$ cat config.mk
export PLATFORM = sky130hd
export DESIGN_NAME = source_tokenizer_top_flat
export DESIGN_NICKNAME = d
export VERILOG_FILES = /design/src/sv/stok_pkg.sv /design/src/sv/stok_in_if.sv /design/src/sv/stok_out_if.sv /design/src/sv/stok_front.sv /design/src/sv/stok_fifo.sv /design/src/sv/stok_back.sv /design/src/sv/source_tokenizer_top.sv /design/src/flat_wrapper.sv
export VERILOG_INCLUDE_DIRS = /design/src /design/src/sv
export SDC_FILE = /design/constraint.sdc
export NUM_CORES = 1
export LEC_CHECK = 0
export ABC_AREA = 1
export BUFFER_PORTS_ARGS = -buffer_cell sky130_fd_sc_hd__buf_2
export CORE_AREA = 2 2 191 193
export DETAILED_ROUTE_END_ITERATION = 10
export DIE_AREA = 0 0 193 195
export PLACE_DENSITY = 0.65
export SYNTH_ARGS = -nofsm -noshare
export SYNTH_HDL_FRONTEND = slang
export SYNTH_SLANG_ARGS = --single-unit
$ cat constraint.sdc
create_clock -name clk -period 5.2 [get_ports clk]
set_input_delay 0.26 -clock clk [delete_from_list [all_inputs] [get_ports clk]]
set_output_delay 0.26 -clock clk [all_outputs]
set_load 0.005 [all_outputs]
$ cat src/sv/source_tokenizer_top_macros.svh
// Assertion macros for the source tokenizer.
// Depends on a clock named clk and an active-low reset named rst_n in the using scope.
`ifndef SOURCE_TOKENIZER_TOP_MACROS_SVH
`define SOURCE_TOKENIZER_TOP_MACROS_SVH

`ifndef SYNTH
`define STOK_ASSERT_IMP(lbl, ante, cons) \
  lbl: assert property (@(posedge clk) disable iff (!rst_n) (ante) |-> (cons)) \
    else $error("source tokenizer: assertion failed");
`define STOK_ASSERT_NXT(lbl, ante, cons) \
  lbl: assert property (@(posedge clk) disable iff (!rst_n) (ante) |=> (cons)) \
    else $error("source tokenizer: assertion failed");
`else
`define STOK_ASSERT_IMP(lbl, ante, cons)
`define STOK_ASSERT_NXT(lbl, ante, cons)
`endif

`endif

$ cat src/sv/stok_pkg.sv
// Shared types, constants and helper functions of the source tokenizer.
// No dependencies; used by the front end, queue, back end and top level.
package stok_pkg;

  localparam int POS_BITS = 16;
  localparam int OUT_BITS = 16;
  localparam int OUT_MAX = 65535;
  localparam int CMP_BITS = (POS_BITS + 1 > OUT_BITS + 1) ? POS_BITS + 1 : OUT_BITS + 1;
  localparam int QDEPTH = 4;
  localparam int QPTR_BITS = $clog2(QDEPTH);

  localparam logic [7:0] CH_UNDERSCORE = 8'h5F;
  localparam logic [7:0] CH_QUOTE = 8'h22;
  localparam logic [7:0] CH_BACKSLASH = 8'h5C;

  localparam logic [4:0] KIND_EOS = 5'd0;
  localparam logic [4:0] KIND_IDENT = 5'd1;
  localparam logic [4:0] KIND_NUMBER = 5'd2;
  localparam logic [4:0] KIND_STRING = 5'd3;
  localparam logic [4:0] KIND_LPAREN = 5'd4;
  localparam logic [4:0] KIND_RPAREN = 5'd5;
  localparam logic [4:0] KIND_LBRACE = 5'd6;
  localparam logic [4:0] KIND_RBRACE = 5'd7;
  localparam logic [4:0] KIND_LT = 5'd8;
  localparam logic [4:0] KIND_GT = 5'd9;
  localparam logic [4:0] KIND_DOT = 5'd10;
  localparam logic [4:0] KIND_COMMA = 5'd11;
  localparam logic [4:0] KIND_COLON = 5'd12;
  localparam logic [4:0] KIND_SEMI = 5'd13;
  localparam logic [4:0] KIND_APOS = 5'd14;
  localparam logic [4:0] KIND_EQ = 5'd15;
  localparam logic [4:0] KIND_PLUS = 5'd16;
  localparam logic [4:0] KIND_MINUS = 5'd17;
  localparam logic [4:0] KIND_STAR = 5'd18;
  localparam logic [4:0] KIND_AMP = 5'd19;
  localparam logic [4:0] KIND_CARET = 5'd20;
  localparam logic [4:0] KIND_SLASH = 5'd21;
  localparam logic [4:0] KIND_BSLASH = 5'd22;
  localparam logic [4:0] KIND_BANG = 5'd23;
  localparam logic [4:0] KIND_QMARK = 5'd24;
  localparam logic [4:0] KIND_HASH = 5'd25;
  localparam logic [4:0] KIND_PIPE = 5'd26;
  localparam logic [4:0] KIND_ERROR = 5'd27;

  typedef enum logic [4:0] {
    M_IDLE   = 5'b00001,
    M_IDENT  = 5'b00010,
    M_NUMBER = 5'b00100,
    M_STRING = 5'b01000,
    M_ESC    = 5'b10000
  } scan_mode_t;

  typedef struct packed {
    logic [4:0]          kind;
    logic [OUT_BITS-1:0] start;
    logic [OUT_BITS-1:0] len;
  } tok_rec_t;

  typedef struct packed {
    logic     two;
    tok_rec_t r0;
    tok_rec_t r1;
  } q_ent_t;

  typedef struct packed {
    logic full;
    logic empty;
  } q_stat_t;

  function automatic logic is_alpha(input logic [7:0] c);
    return (c inside {[8'h61:8'h7A], [8'h41:8'h5A]});
  endfunction

  function automatic logic is_digit(input logic [7:0] c);
    return (c inside {[8'h30:8'h39]});
  endfunction

  function automatic logic is_space(input logic [7:0] c);
    return (c inside {8'h20, [8'h09:8'h0D]});
  endfunction

  function automatic logic [4:0] punct_kind(input logic [7:0] c);
    logic [4:0] k;
    case (c)
      8'h28: k = KIND_LPAREN;
      8'h29: k = KIND_RPAREN;
      8'h7B: k = KIND_LBRACE;
      8'h7D: k = KIND_RBRACE;
      8'h5B: k = KIND_LBRACE;
      8'h5D: k = KIND_RBRACE;
      8'h3C: k = KIND_LT;
      8'h3E: k = KIND_GT;
      8'h2E: k = KIND_DOT;
      8'h2C: k = KIND_COMMA;
      8'h3A: k = KIND_COLON;
      8'h3B: k = KIND_SEMI;
      8'h27: k = KIND_APOS;
      8'h3D: k = KIND_EQ;
      8'h2B: k = KIND_PLUS;
      8'h2D: k = KIND_MINUS;
      8'h2A: k = KIND_STAR;
      8'h26: k = KIND_AMP;
      8'h5E: k = KIND_CARET;
      8'h2F: k = KIND_SLASH;
      8'h5C: k = KIND_BSLASH;
      8'h21: k = KIND_BANG;
      8'h3F: k = KIND_QMARK;
      8'h23: k = KIND_HASH;
      8'h7C: k = KIND_PIPE;
      default: k = KIND_ERROR;
    endcase
    return k;
  endfunction

  function automatic logic [OUT_BITS-1:0] clamp_out(input logic [CMP_BITS-1:0] v);
    logic [OUT_BITS-1:0] r;
    if (v > CMP_BITS'(OUT_MAX)) begin
      r = '1;
    end else begin
      r = v[OUT_BITS-1:0];
    end
    return r;
  endfunction

  function automatic tok_rec_t mk_rec(input logic [4:0] kind, input logic [POS_BITS-1:0] start,
                                      input logic [CMP_BITS-1:0] len);
    tok_rec_t r;
    r.kind = kind;
    r.start = clamp_out(CMP_BITS'(start));
    r.len = clamp_out(len);
    return r;
  endfunction

endpackage

$ cat src/sv/stok_in_if.sv
// Input channel of the source tokenizer: one source byte or end mark per word.
// Depends on nothing.
interface stok_in_if;
  logic       valid;
  logic       ready;
  logic [7:0] source_byte;
  logic       end_of_source;

  modport source(output valid, output source_byte, output end_of_source, input ready);
  modport sink(input valid, input source_byte, input end_of_source, output ready);
endinterface

$ cat src/sv/stok_out_if.sv
// Result channel of the source tokenizer: one token record per word.
// Depends on nothing.
interface stok_out_if;
  logic        valid;
  logic        ready;
  logic [4:0]  token_kind;
  logic [15:0] token_start;
  logic [15:0] token_length;
  logic        last_of_run;

  modport source(output valid, output token_kind, output token_start, output token_length,
                 output last_of_run, input ready);
  modport sink(input valid, input token_kind, input token_start, input token_length,
               input last_of_run, output ready);
endinterface

$ cat src/sv/stok_front.sv
// Front end: accepts source words, tracks scan mode and position, builds token records.
// Depends on stok_pkg and stok_in_if.
module stok_front (
  input  logic               clk,
  input  logic               rst_n,
  stok_in_if.sink            in_ch,
  input  stok_pkg::q_stat_t  stat,
  output logic               push,
  output stok_pkg::q_ent_t   push_ent
);

  stok_pkg::scan_mode_t            mode_r, mode_nxt;
  logic [stok_pkg::POS_BITS-1:0]   start_r, start_nxt;
  logic [stok_pkg::POS_BITS-1:0]   pos_r, pos_nxt;
  logic                            acc;
  logic [7:0]                      c;
  logic [stok_pkg::POS_BITS-1:0]   open_len;
  logic [stok_pkg::CMP_BITS-1:0]   open_len_x;
  stok_pkg::scan_mode_t            f_mode;
  logic [stok_pkg::POS_BITS-1:0]   f_start;
  logic                            f_emit;
  stok_pkg::tok_rec_t              f_rec;
  stok_pkg::tok_rec_t              r0, r1;
  logic [1:0]                      cnt;

  assign in_ch.ready = !stat.full;
  assign acc = in_ch.valid && in_ch.ready;
  assign c = in_ch.source_byte;

  always_comb begin
    open_len = (pos_r >= start_r) ? (pos_r - start_r) : '0;
    open_len_x = stok_pkg::CMP_BITS'(open_len);

    f_mode = stok_pkg::M_IDLE;
    f_start = start_r;
    f_emit = 1'b0;
    if (stok_pkg::is_space(c)) begin
      f_mode = stok_pkg::M_IDLE;
    end else if (stok_pkg::is_alpha(c) || c == stok_pkg::CH_UNDERSCORE) begin
      f_mode = stok_pkg::M_IDENT;
      f_start = pos_r;
    end else if (stok_pkg::is_digit(c)) begin
      f_mode = stok_pkg::M_NUMBER;
      f_start = pos_r;
    end else if (c == stok_pkg::CH_QUOTE) begin
      f_mode = stok_pkg::M_STRING;
      f_start = pos_r;
    end else begin
      f_emit = 1'b1;
    end
    f_rec = stok_pkg::mk_rec(stok_pkg::punct_kind(c), pos_r, stok_pkg::CMP_BITS'(1));

    mode_nxt = mode_r;
    start_nxt = start_r;
    pos_nxt = (pos_r != '1) ? pos_r + 1'b1 : pos_r;
    cnt = 2'd0;
    r0 = f_rec;
    r1 = f_rec;

    if (in_ch.end_of_source) begin
      mode_nxt = stok_pkg::M_IDLE;
      start_nxt = '0;
      pos_nxt = '0;
      case (mode_r)
        stok_pkg::M_IDENT: begin
          r0 = stok_pkg::mk_rec(stok_pkg::KIND_IDENT, start_r, open_len_x);
          cnt = 2'd2;
        end
        stok_pkg::M_NUMBER: begin
          r0 = stok_pkg::mk_rec(stok_pkg::KIND_NUMBER, start_r, open_len_x);
          cnt = 2'd2;
        end
        stok_pkg::M_STRING, stok_pkg::M_ESC: begin
          r0 = stok_pkg::mk_rec(stok_pkg::KIND_ERROR, start_r, open_len_x);
          cnt = 2'd2;
        end
        default: begin
          cnt = 2'd1;
        end
      endcase
      if (cnt == 2'd2) begin
        r1 = stok_pkg::mk_rec(stok_pkg::KIND_EOS, pos_r, '0);
      end else begin
        r0 = stok_pkg::mk_rec(stok_pkg::KIND_EOS, pos_r, '0);
      end
    end else begin
      case (mode_r)
        stok_pkg::M_IDENT, stok_pkg::M_NUMBER: begin
          if ((mode_r == stok_pkg::M_NUMBER && !stok_pkg::is_digit(c)) ||
              (mode_r == stok_pkg::M_IDENT && !(stok_pkg::is_alpha(c) ||
               stok_pkg::is_digit(c) || c == stok_pkg::CH_UNDERSCORE))) begin
            r0 = stok_pkg::mk_rec((mode_r == stok_pkg::M_IDENT) ? stok_pkg::KIND_IDENT :
                                  stok_pkg::KIND_NUMBER, start_r, open_len_x);
            cnt = f_emit ? 2'd2 : 2'd1;
            mode_nxt = f_mode;
            start_nxt = f_start;
          end
        end
        stok_pkg::M_STRING: begin
          if (c == stok_pkg::CH_BACKSLASH) begin
            mode_nxt = stok_pkg::M_ESC;
          end else if (c == stok_pkg::CH_QUOTE) begin
            r0 = stok_pkg::mk_rec(stok_pkg::KIND_STRING, start_r,
                                  open_len_x + stok_pkg::CMP_BITS'(1));
            cnt = 2'd1;
            mode_nxt = stok_pkg::M_IDLE;
          end
        end
        stok_pkg::M_ESC: begin
          mode_nxt = stok_pkg::M_STRING;
        end
        default: begin
          mode_nxt = f_mode;
          start_nxt = f_start;
          cnt = f_emit ? 2'd1 : 2'd0;
        end
      endcase
    end
  end

  assign push = acc && (cnt != 2'd0);
  assign push_ent.two = (cnt == 2'd2);
  assign push_ent.r0 = r0;
  assign push_ent.r1 = r1;

  always_ff @(posedge clk) begin
    if (!rst_n) begin
      mode_r <= stok_pkg::M_IDLE;
      start_r <= '0;
      pos_r <= '0;
    end else if (acc) begin
      mode_r <= mode_nxt;
      start_r <= start_nxt;
      pos_r <= pos_nxt;
    end
  end

endmodule

$ cat src/sv/stok_fifo.sv
// Short queue of token entries between the front and back ends.
// Depends on stok_pkg and the assertion macros.
`include "source_tokenizer_top_macros.svh"
module stok_fifo (
  input  logic               clk,
  input  logic               rst_n,
  input  logic               push,
  input  stok_pkg::q_ent_t   push_ent,
  input  logic               pop,
  output stok_pkg::q_ent_t   head,
  output stok_pkg::q_stat_t  stat
);

  stok_pkg::q_ent_t                mem_r [stok_pkg::QDEPTH];
  logic [stok_pkg::QPTR_BITS-1:0]  wptr_r, rptr_r;
  logic [stok_pkg::QPTR_BITS:0]    cnt_r, cnt_nxt;

  assign head = mem_r[rptr_r];
  assign stat.full = (cnt_r == (stok_pkg::QPTR_BITS + 1)'(stok_pkg::QDEPTH));
  assign stat.empty = (cnt_r == '0);

  always_comb begin
    cnt_nxt = cnt_r;
    if (push && !pop) begin
      cnt_nxt = cnt_r + 1'b1;
    end else if (pop && !push) begin
      cnt_nxt = cnt_r - 1'b1;
    end
  end

  always_ff @(posedge clk) begin
    if (!rst_n) begin
      wptr_r <= '0;
      rptr_r <= '0;
      cnt_r <= '0;
    end else begin
      if (push) begin
        wptr_r <= wptr_r + 1'b1;
      end
      if (pop) begin
        rptr_r <= rptr_r + 1'b1;
      end
      cnt_r <= cnt_nxt;
    end
  end

  always_ff @(posedge clk) begin
    if (push) begin
      mem_r[wptr_r] <= push_ent;
    end
  end

  `STOK_ASSERT_IMP(a_no_overflow, push, !stat.full)
  `STOK_ASSERT_IMP(a_no_underflow, pop, !stat.empty)
  `STOK_ASSERT_NXT(a_count_up, push && !pop, cnt_r == $past(cnt_r) + 1'b1)
  `STOK_ASSERT_IMP(a_ptr_match, stat.empty, wptr_r == rptr_r)

endmodule

$ cat src/sv/stok_back.sv
// Back end: splits queue entries into single token words in an output register.
// Depends on stok_pkg and stok_out_if.
module stok_back (
  input  logic               clk,
  input  logic               rst_n,
  input  stok_pkg::q_ent_t   head,
  input  stok_pkg::q_stat_t  stat,
  output logic               pop,
  stok_out_if.source         out_ch
);

  logic                ov_r;
  logic                sel_r;
  stok_pkg::tok_rec_t  rec_r;
  logic                last_r;
  logic                load;
  logic                take;
  logic                fin;

  assign load = !ov_r || out_ch.ready;
  assign take = load && !stat.empty;
  assign fin = sel_r || !head.two;
  assign pop = take && fin;

  always_ff @(posedge clk) begin
    if (!rst_n) begin
      ov_r <= 1'b0;
      sel_r <= 1'b0;
    end else if (load) begin
      ov_r <= !stat.empty;
      if (take) begin
        sel_r <= !fin;
      end
    end
  end

  always_ff @(posedge clk) begin
    if (take) begin
      rec_r <= sel_r ? head.r1 : head.r0;
      last_r <= fin;
    end
  end

  assign out_ch.valid = ov_r;
  assign out_ch.token_kind = rec_r.kind;
  assign out_ch.token_start = rec_r.start;
  assign out_ch.token_length = rec_r.len;
  assign out_ch.last_of_run = last_r;

endmodule

$ cat src/sv/source_tokenizer_top.sv
// Top level of the source tokenizer: front end, entry queue, back end.
// Depends on stok_pkg, stok_in_if, stok_out_if, stok_front, stok_fifo, stok_back.
//
//   port     dir  word
//   in_ch    in   source_byte[8], end_of_source[1]
//   out_ch   out  token_kind[5], token_start[16], token_length[16], last_of_run[1]
//
// One source word is taken per cycle while the four-entry queue has room.
// A word that closes a token and starts a punctuation token, or an end mark after an
// open token, puts two token words through the output register; the queue absorbs such bursts.
// An accepted word's token words pass through the queue memory and then the output register.
// Reset (synchronous, rst_n low) clears scan mode, position and queue pointers.
// in_ch.ready drops only while the queue is full; out_ch stalls hold the output register.
module source_tokenizer_top (
  input  logic        clk,
  input  logic        rst_n,
  stok_in_if.sink     in_ch,
  stok_out_if.source  out_ch
);

  logic               push;
  logic               pop;
  stok_pkg::q_ent_t   push_ent;
  stok_pkg::q_ent_t   head;
  stok_pkg::q_stat_t  stat;

  stok_front u_front (
    .clk      (clk),
    .rst_n    (rst_n),
    .in_ch    (in_ch),
    .stat     (stat),
    .push     (push),
    .push_ent (push_ent)
  );

  stok_fifo u_fifo (
    .clk      (clk),
    .rst_n    (rst_n),
    .push     (push),
    .push_ent (push_ent),
    .pop      (pop),
    .head     (head),
    .stat     (stat)
  );

  stok_back u_back (
    .clk    (clk),
    .rst_n  (rst_n),
    .head   (head),
    .stat   (stat),
    .pop    (pop),
    .out_ch (out_ch)
  );

endmodule
$ cat src/flat_wrapper.sv
// flat-port wrapper written by rule: the top's interface ports become plain ports
module source_tokenizer_top_flat 
  (clk, rst_n, in_ch_valid, in_ch_source_byte, in_ch_end_of_source, in_ch_ready, out_ch_valid, out_ch_token_kind, out_ch_token_start, out_ch_token_length, out_ch_last_of_run, out_ch_ready);
  stok_in_if in_ch_i ();
  stok_out_if out_ch_i ();
  input  logic clk;
  input  logic rst_n;
  input wire logic [$bits(in_ch_i.valid)-1:0] in_ch_valid;
  input wire logic [$bits(in_ch_i.source_byte)-1:0] in_ch_source_byte;
  input wire logic [$bits(in_ch_i.end_of_source)-1:0] in_ch_end_of_source;
  output wire logic [$bits(in_ch_i.ready)-1:0] in_ch_ready;
  output wire logic [$bits(out_ch_i.valid)-1:0] out_ch_valid;
  output wire logic [$bits(out_ch_i.token_kind)-1:0] out_ch_token_kind;
  output wire logic [$bits(out_ch_i.token_start)-1:0] out_ch_token_start;
  output wire logic [$bits(out_ch_i.token_length)-1:0] out_ch_token_length;
  output wire logic [$bits(out_ch_i.last_of_run)-1:0] out_ch_last_of_run;
  input wire logic [$bits(out_ch_i.ready)-1:0] out_ch_ready;
  assign in_ch_i.valid = in_ch_valid;
  assign in_ch_i.source_byte = in_ch_source_byte;
  assign in_ch_i.end_of_source = in_ch_end_of_source;
  assign in_ch_ready = in_ch_i.ready;
  assign out_ch_valid = out_ch_i.valid;
  assign out_ch_token_kind = out_ch_i.token_kind;
  assign out_ch_token_start = out_ch_i.token_start;
  assign out_ch_token_length = out_ch_i.token_length;
  assign out_ch_last_of_run = out_ch_i.last_of_run;
  assign out_ch_i.ready = out_ch_ready;
  source_tokenizer_top u_core (.clk(clk), .rst_n(rst_n), .in_ch(in_ch_i), .out_ch(out_ch_i));
endmodule
# --- Word level (Yosys, flattened, before mapping) ---
# Memories as Yosys holds them, arrays and structs flattened. A register that Yosys moved wholly into a read port is not among the register bits.
# Index checks and enable logic that the tools add are counted.
word_totals:
  ff_bits: 84
  ram_bits: 300
  input_bits: 13
  output_inout_bits: 40
  word_cells: 162
  n_memories: 1
memory_table:
  columns: ["name", "words", "word_bits", "read_ports", "rd_clocked_by_memory_dff", "wr", "line", "rtl"]
  rows:
  - ["u_core.u_fifo.mem_r", 4, 75, 1, 1, 1, "stok_fifo.sv:14", "stok_pkg::q_ent_t mem_r [stok_pkg::QDEPTH];"]
op_classes:
  addsub: 7
  order_cmp: 10
  n_eq_ne: 39
  muxes: 51
  reduce_logical: 42
op_table:
  columns: ["op", "count"]
  rows:
  - ["$mux 37", 8]
  - ["$eq 8x6->1 const B", 20]
  - ["$mux 16", 10]
  - ["$pmux 5 s23", 1]
  - ["$pmux 37 s3", 1]
  - ["$pmux 37 s2", 1]
  - ["$eq 8x7->1 const B", 8]
  - ["$pmux 16 s2", 1]
  - ["$mux 5", 4]
  - ["$add 16x1->17 const B", 1]
  - ["$gt 17x16->1 const B", 1]
  - ["$add 16x1->16 const B", 1]
  - ["$ge 16x16->1", 1]
  - ["$ge 8x7->1 const B", 2]
  - ["$le 8x7->1 const B", 2]
  - ["$mux 2", 8]
  - ["$mux 4", 4]
  - ["$ne 16x16->1 const B", 1]
  - ["$sub 16x16->16", 1]
  - ["$pmux 5 s3", 1]
  - ["$logic_and 1x1->1", 12]
  - ["$reduce_bool 2->1", 5]
  - ["$logic_not 1->1", 9]
  - ["$mux 1", 9]
  - ["other kinds (24)", 37]

# --- Logic depth before layout (Yosys ltp) ---
logic_depth:
  depth_word: 17
  depth_mapped: 31
  ltp_nobuf: 29

# --- Hierarchy ---
# From an unflattened synthesis, not the netlist that was laid out.
unflattened:
  cells_unflattened: 1941
  hier_area_um2: 19477.4
by_module_without_submodules:
  columns: ["module", "n_inst", "cells_each", "area_per_inst_um2", "seq_area_each_um2"]
  rows:
  - ["stok_fifo", 1, 783, 12316.8, 9188.8]
  - ["stok_front", 1, 986, 5431.5, 740.7]
  - ["stok_back", 1, 172, 1729.2, 1181.1]

# --- Worst setup path after synthesis ---
# Ideal clock, no wire load.
synth_timing:
  kind: "input-to-reg"
  startpoint: "input port in_ch_source_byte[5]"
  endpoint: "memory u_core.u_fifo.mem_r[0][0] (netlist name) (enable)"
  arrival_ns: 4.272
  t_required_ns: 4.722
  path_slack_ns: 0.450
  cell_stages: 14
  path_buffers: 0
  path_cell_list: "inv_1 nor3_1 inv_1 nor2_1 inv_1 nor2_1 inv_1 nor2_1 inv_1 nor2_1 inv_1 o211ai_1 nand2_1 nor2_1"
synth_via:
  elab_chain_cells: 15
synth_lines:
  columns: ["element", "line", "rtl"]
  rows:
  - ["start: declaration", "flat_wrapper.sv:9", "input wire logic [$bits(in_ch_i.source_byte)-1:0] in_ch_source_byte;"]
  - ["branches (longest 9 deep; another with $ge 8x7->1)", null, null]
  - ["$pmux 2 s3 *", "stok_front.sv:87", "case (mode_r)"]
  - ["$mux 2 *", "stok_front.sv:60", "if (in_ch.end_of_source) begin"]
  - ["$reduce_bool 2->1 *", "stok_front.sv:121", "assign push = acc && (cnt != 2'd0);"]
  - ["$logic_and 1x1->1 *", "stok_front.sv:121", null]
  - ["$mux 1 *", "stok_fifo.sv:48", "if (push) begin"]
  - ["$mux 1 (implied by the code) *", "stok_fifo.sv:49", "mem_r[wptr_r] <= push_ent;"]
  - ["end: declaration", "stok_fifo.sv:14", null]
# Every way passes the cells marked *.

==> run metrics <==
status finished clean; die area 0.0376 mm^2; crit path capture type register; Inserted Clock Buffers 35; clk root buf clkbuf_16; first-pass GRT wire length 62500 um; RD Place Congestion 0.913; TNS Setup 0 ns; clock tree buffer depth 3; CP Data Required Time 5.51 ns; Synth Register Bits 326; Hold Crit Class input pin to register; Die X ~190 um; Detailed Route WL a little under 40000 um; clk_skew 0.0239 ns; vias in the first global route 11555; crit-path most repeated cell nand3_2; syn nets 1727; leak pwr 6.77 nW; fmax 219 MHz; worst setup margin 0.630 ns; vias 12035; Avg Vias per Cell 5.43; Nets 1768; CTS Sinks 326; Rows 69; gr ovfl total 0; synthesized area around 0.016 mm^2; Antenna Violating Nets Remaining 0; category of the most critical setup path register to register; Max FO, Critical Path 21; Initial Util 0.445; CP max-delay cell nand4_1; Post-synth EDFFs 278; clk_lat worst skew 0.53 ns; hold_sp out_ch_ready; # diodes 0; peak supply drop approximately 430 uV; Initial DRC Count 1012; Post CTS Setup Buffer Count 0; area of the core 0.0354 mm^2; crit-path max cell delay 0.54 ns; Hold Vio Cnt, Final 0; Max-cap violations 0; pwr/cell area 461 mW/mm^2; dpl ws between 0.6 and 0.7 ns; CP cell instances inv_1 > ha_1 > fa_1 > inv_1 > nand2_1 > nand2_1 > nand3_2 > nand3_2 > nand2_2 > nand2_4 > inv_2 > nor2_1 > ha_1 > nand4_2 > inv_2 > nand3_2 > nor2_2 > nand4_1 > a21oi_1 > a21oi_1 > o21ai_0; CP arrival 4.88 ns; sequential area share after synthesis 0.591; H-tree Lvls 2; DRC viols 0; Reg area 0.00931 mm^2; Syn-to-layout area delta 12.1%; largest net degree at the start of global routing 95; DR pass1 iterations 6; main combinational cell family by area after synthesis simple AND/OR/NAND/NOR gates; clk slew on worst S/H paths 0.06 ns; minimum clock period 4.57 ns; Power Total 8.14 mW; DP Wirelength 25100 um; layout cells sized above 1 0.101; adder-cell share of the synthesized area 0.0216; ys flop type edfxtp_1; Die Y 195 um; synthesized area per cell 9.33 um^2; CP Launch Type register; period utilization 0.879; initial antenna violation count 0; PostCTS Resize Cnt 0; Hold Buf Count CTS 0; Post-Synth Simple-Gate Area 0.191; r2r startpoint u_core.u_front.pos_r[0]$_SDFFE_PN0P_; cell count after synthesis 1688; Tot GR Track Use 0.213; filler instances 3250; RSZ-0062 raised after global routing false; Multi-input gate area between 0.005 and 0.006 mm^2; XOR/XNOR share of the synthesized area 0.00223; mux cell area share after synthesis 0; Synth cell types 46; Top-Level Pins 53; setup violators final 0; commonest non-fill, non-tap cells in the layout nor2_1, edfxtp_1, nand2_1, o21ai_0, inv_1; most common cell after layout, fill and taps aside nor2_1; Worst Tran Pin Value 1.24 ns; Post-synth ARST share 0; yosys warns 0; Crit. Startpoint u_core.u_front.pos_r[0]$_SDFFE_PN0P_; Port Buffer Count 52; TritonCTS clock tree done; Synth Area in Compound Gates 0.134; max-slew violation count 0; drt wl/cell 17.6 um; slew margin rel. 0.162
==> routing by layer <==
metal,up-vias,share of wire,global-route usage
met2,395,0.46,0.345
met3,72,0.064,0.0257
li1,5915,-,-
met1,5653,0.44,0.298
met5,-,0,0
met4,0,0.027,0.0676
==> per-stage QoR <==
stage	hold slack, ns	instance area [um^2]	utilization	instances
final	0.140	17600	0.499	2217
after detailed placement	0.446	16600	0.468	2153
after global placement	0.441	16600	0.468	2153
after floorplan	0.399	15700	-	1688
after CTS	0.137	17600	0.499	2217
after global routing	0.168	17600	0.499	2217
==> sequential cells by signal, summed over array words and instances (netlist names), named ones only <==
name and cells:
u_core.u_fifo.wptr_r 2, u_core.u_fifo.mem_r 240, u_core.u_back.out_ch.token_kind 5, u_core.u_front.mode_r 5
u_core.u_back.sel_r 1, u_core.u_fifo.cnt_r 3, u_core.u_front.pos_r 16, u_core.u_back.out_ch.token_start 16
u_core.u_fifo.rptr_r 2, u_core.u_back.out_ch.last_of_run 1, u_core.u_back.out_ch.valid 1, u_core.u_back.out_ch.token_length 16
u_core.u_front.start_r 16
==> synthesized netlist by cell type (2+ instances only) <==
master / number / area share
nor2_1: 326 / 0.078
edfxtp_1: 278 / 0.53
nand2_1: 236 / 0.056
o21ai_0: 197 / 0.063
inv_1: 160 / 0.038
a21oi_1: 83 / 0.026
nand3_1: 66 / 0.021
clkbuf_1: 58 / 0.014
dfxtp_1: 48 / 0.061
o22ai_1: 33 / 0.013
a31oi_1: 27 / 0.011
ha_1: 24 / 0.019
nor3_1: 20 / 0.0064
nand4_1: 15 / 0.0060
a211oi_1: 11 / 0.0052
o211ai_1: 11 / 0.0052
o21ai_1: 10 / 0.0032
buf_1: 8 / 0.0019
inv_2: 8 / 0.0019
buf_2: 6 / 0.0019
nand3_2: 6 / 0.0038
nor2_2: 5 / 0.0020
nor2_4: 5 / 0.0036
nand2_2: 4 / 0.0016
nand3_4: 4 / 0.0045
nor4_1: 4 / 0.0016
o311ai_0: 4 / 0.0022
and2_1: 3 / 0.0012
o21bai_1: 3 / 0.0014
xor2_1: 3 / 0.0017
a2111oi_0: 2 / 0.0011
and3_1: 2 / 0.00079
buf_6: 2 / 0.0014
fa_1: 2 / 0.0025
nand3b_1: 2 / 0.00095
nor3_2: 2 / 0.0013
==> kinds of logic after synthesis <==
group | count (synthesis)
flops | 326
compound gates | 385
xor+xnor | 4
buf+inv | 243
simple gates | 704
fa+ha+maj | 26
==> power breakdown <==
group / switching, mW / leakage, nW / internal [mW]
clock network: 0.992 / 0.533 / 1.35
logic: 1.59 / 3.29 / 0.673
registers: 0.147 / 2.95 / 3.38
==> critical path: cells and delay by family, from the launching register on <==
family / cells / cell delay [ns]
buf+inv: 4 / 0.43
fa+ha+maj: 3 / 0.92
simple gates: 11 / 1.86
compound gates: 3 / 0.69
flops: 1 / 0.47
==> path summary, 6_finish.rpt <==
kind | depth (start not counted) | endpoint | slack, ns
setup / recovery | 21 | u_core.u_fifo.mem_r[2][51]$_DFFE_PP_ | 0.63
hold / removal | 4 | u_core.u_back.out_ch.valid$_SDFFE_PN0P_ | 0.14
setup reg to reg | 21 | u_core.u_fifo.mem_r[2][51]$_DFFE_PP_ | 0.63
hold reg to reg | 2 | register | 0.45
==> final cells by class <==
type                       count  area share
timing repair buffer          79      0.0291
clock inverter                19     0.00751
clock buffer                  45      0.0540
sequential                   326       0.528
multi-input combinational   1119       0.313
inverter                     168      0.0357
tap                          461      0.0327
Note: power is estimated with default switching activity, not from simulation.
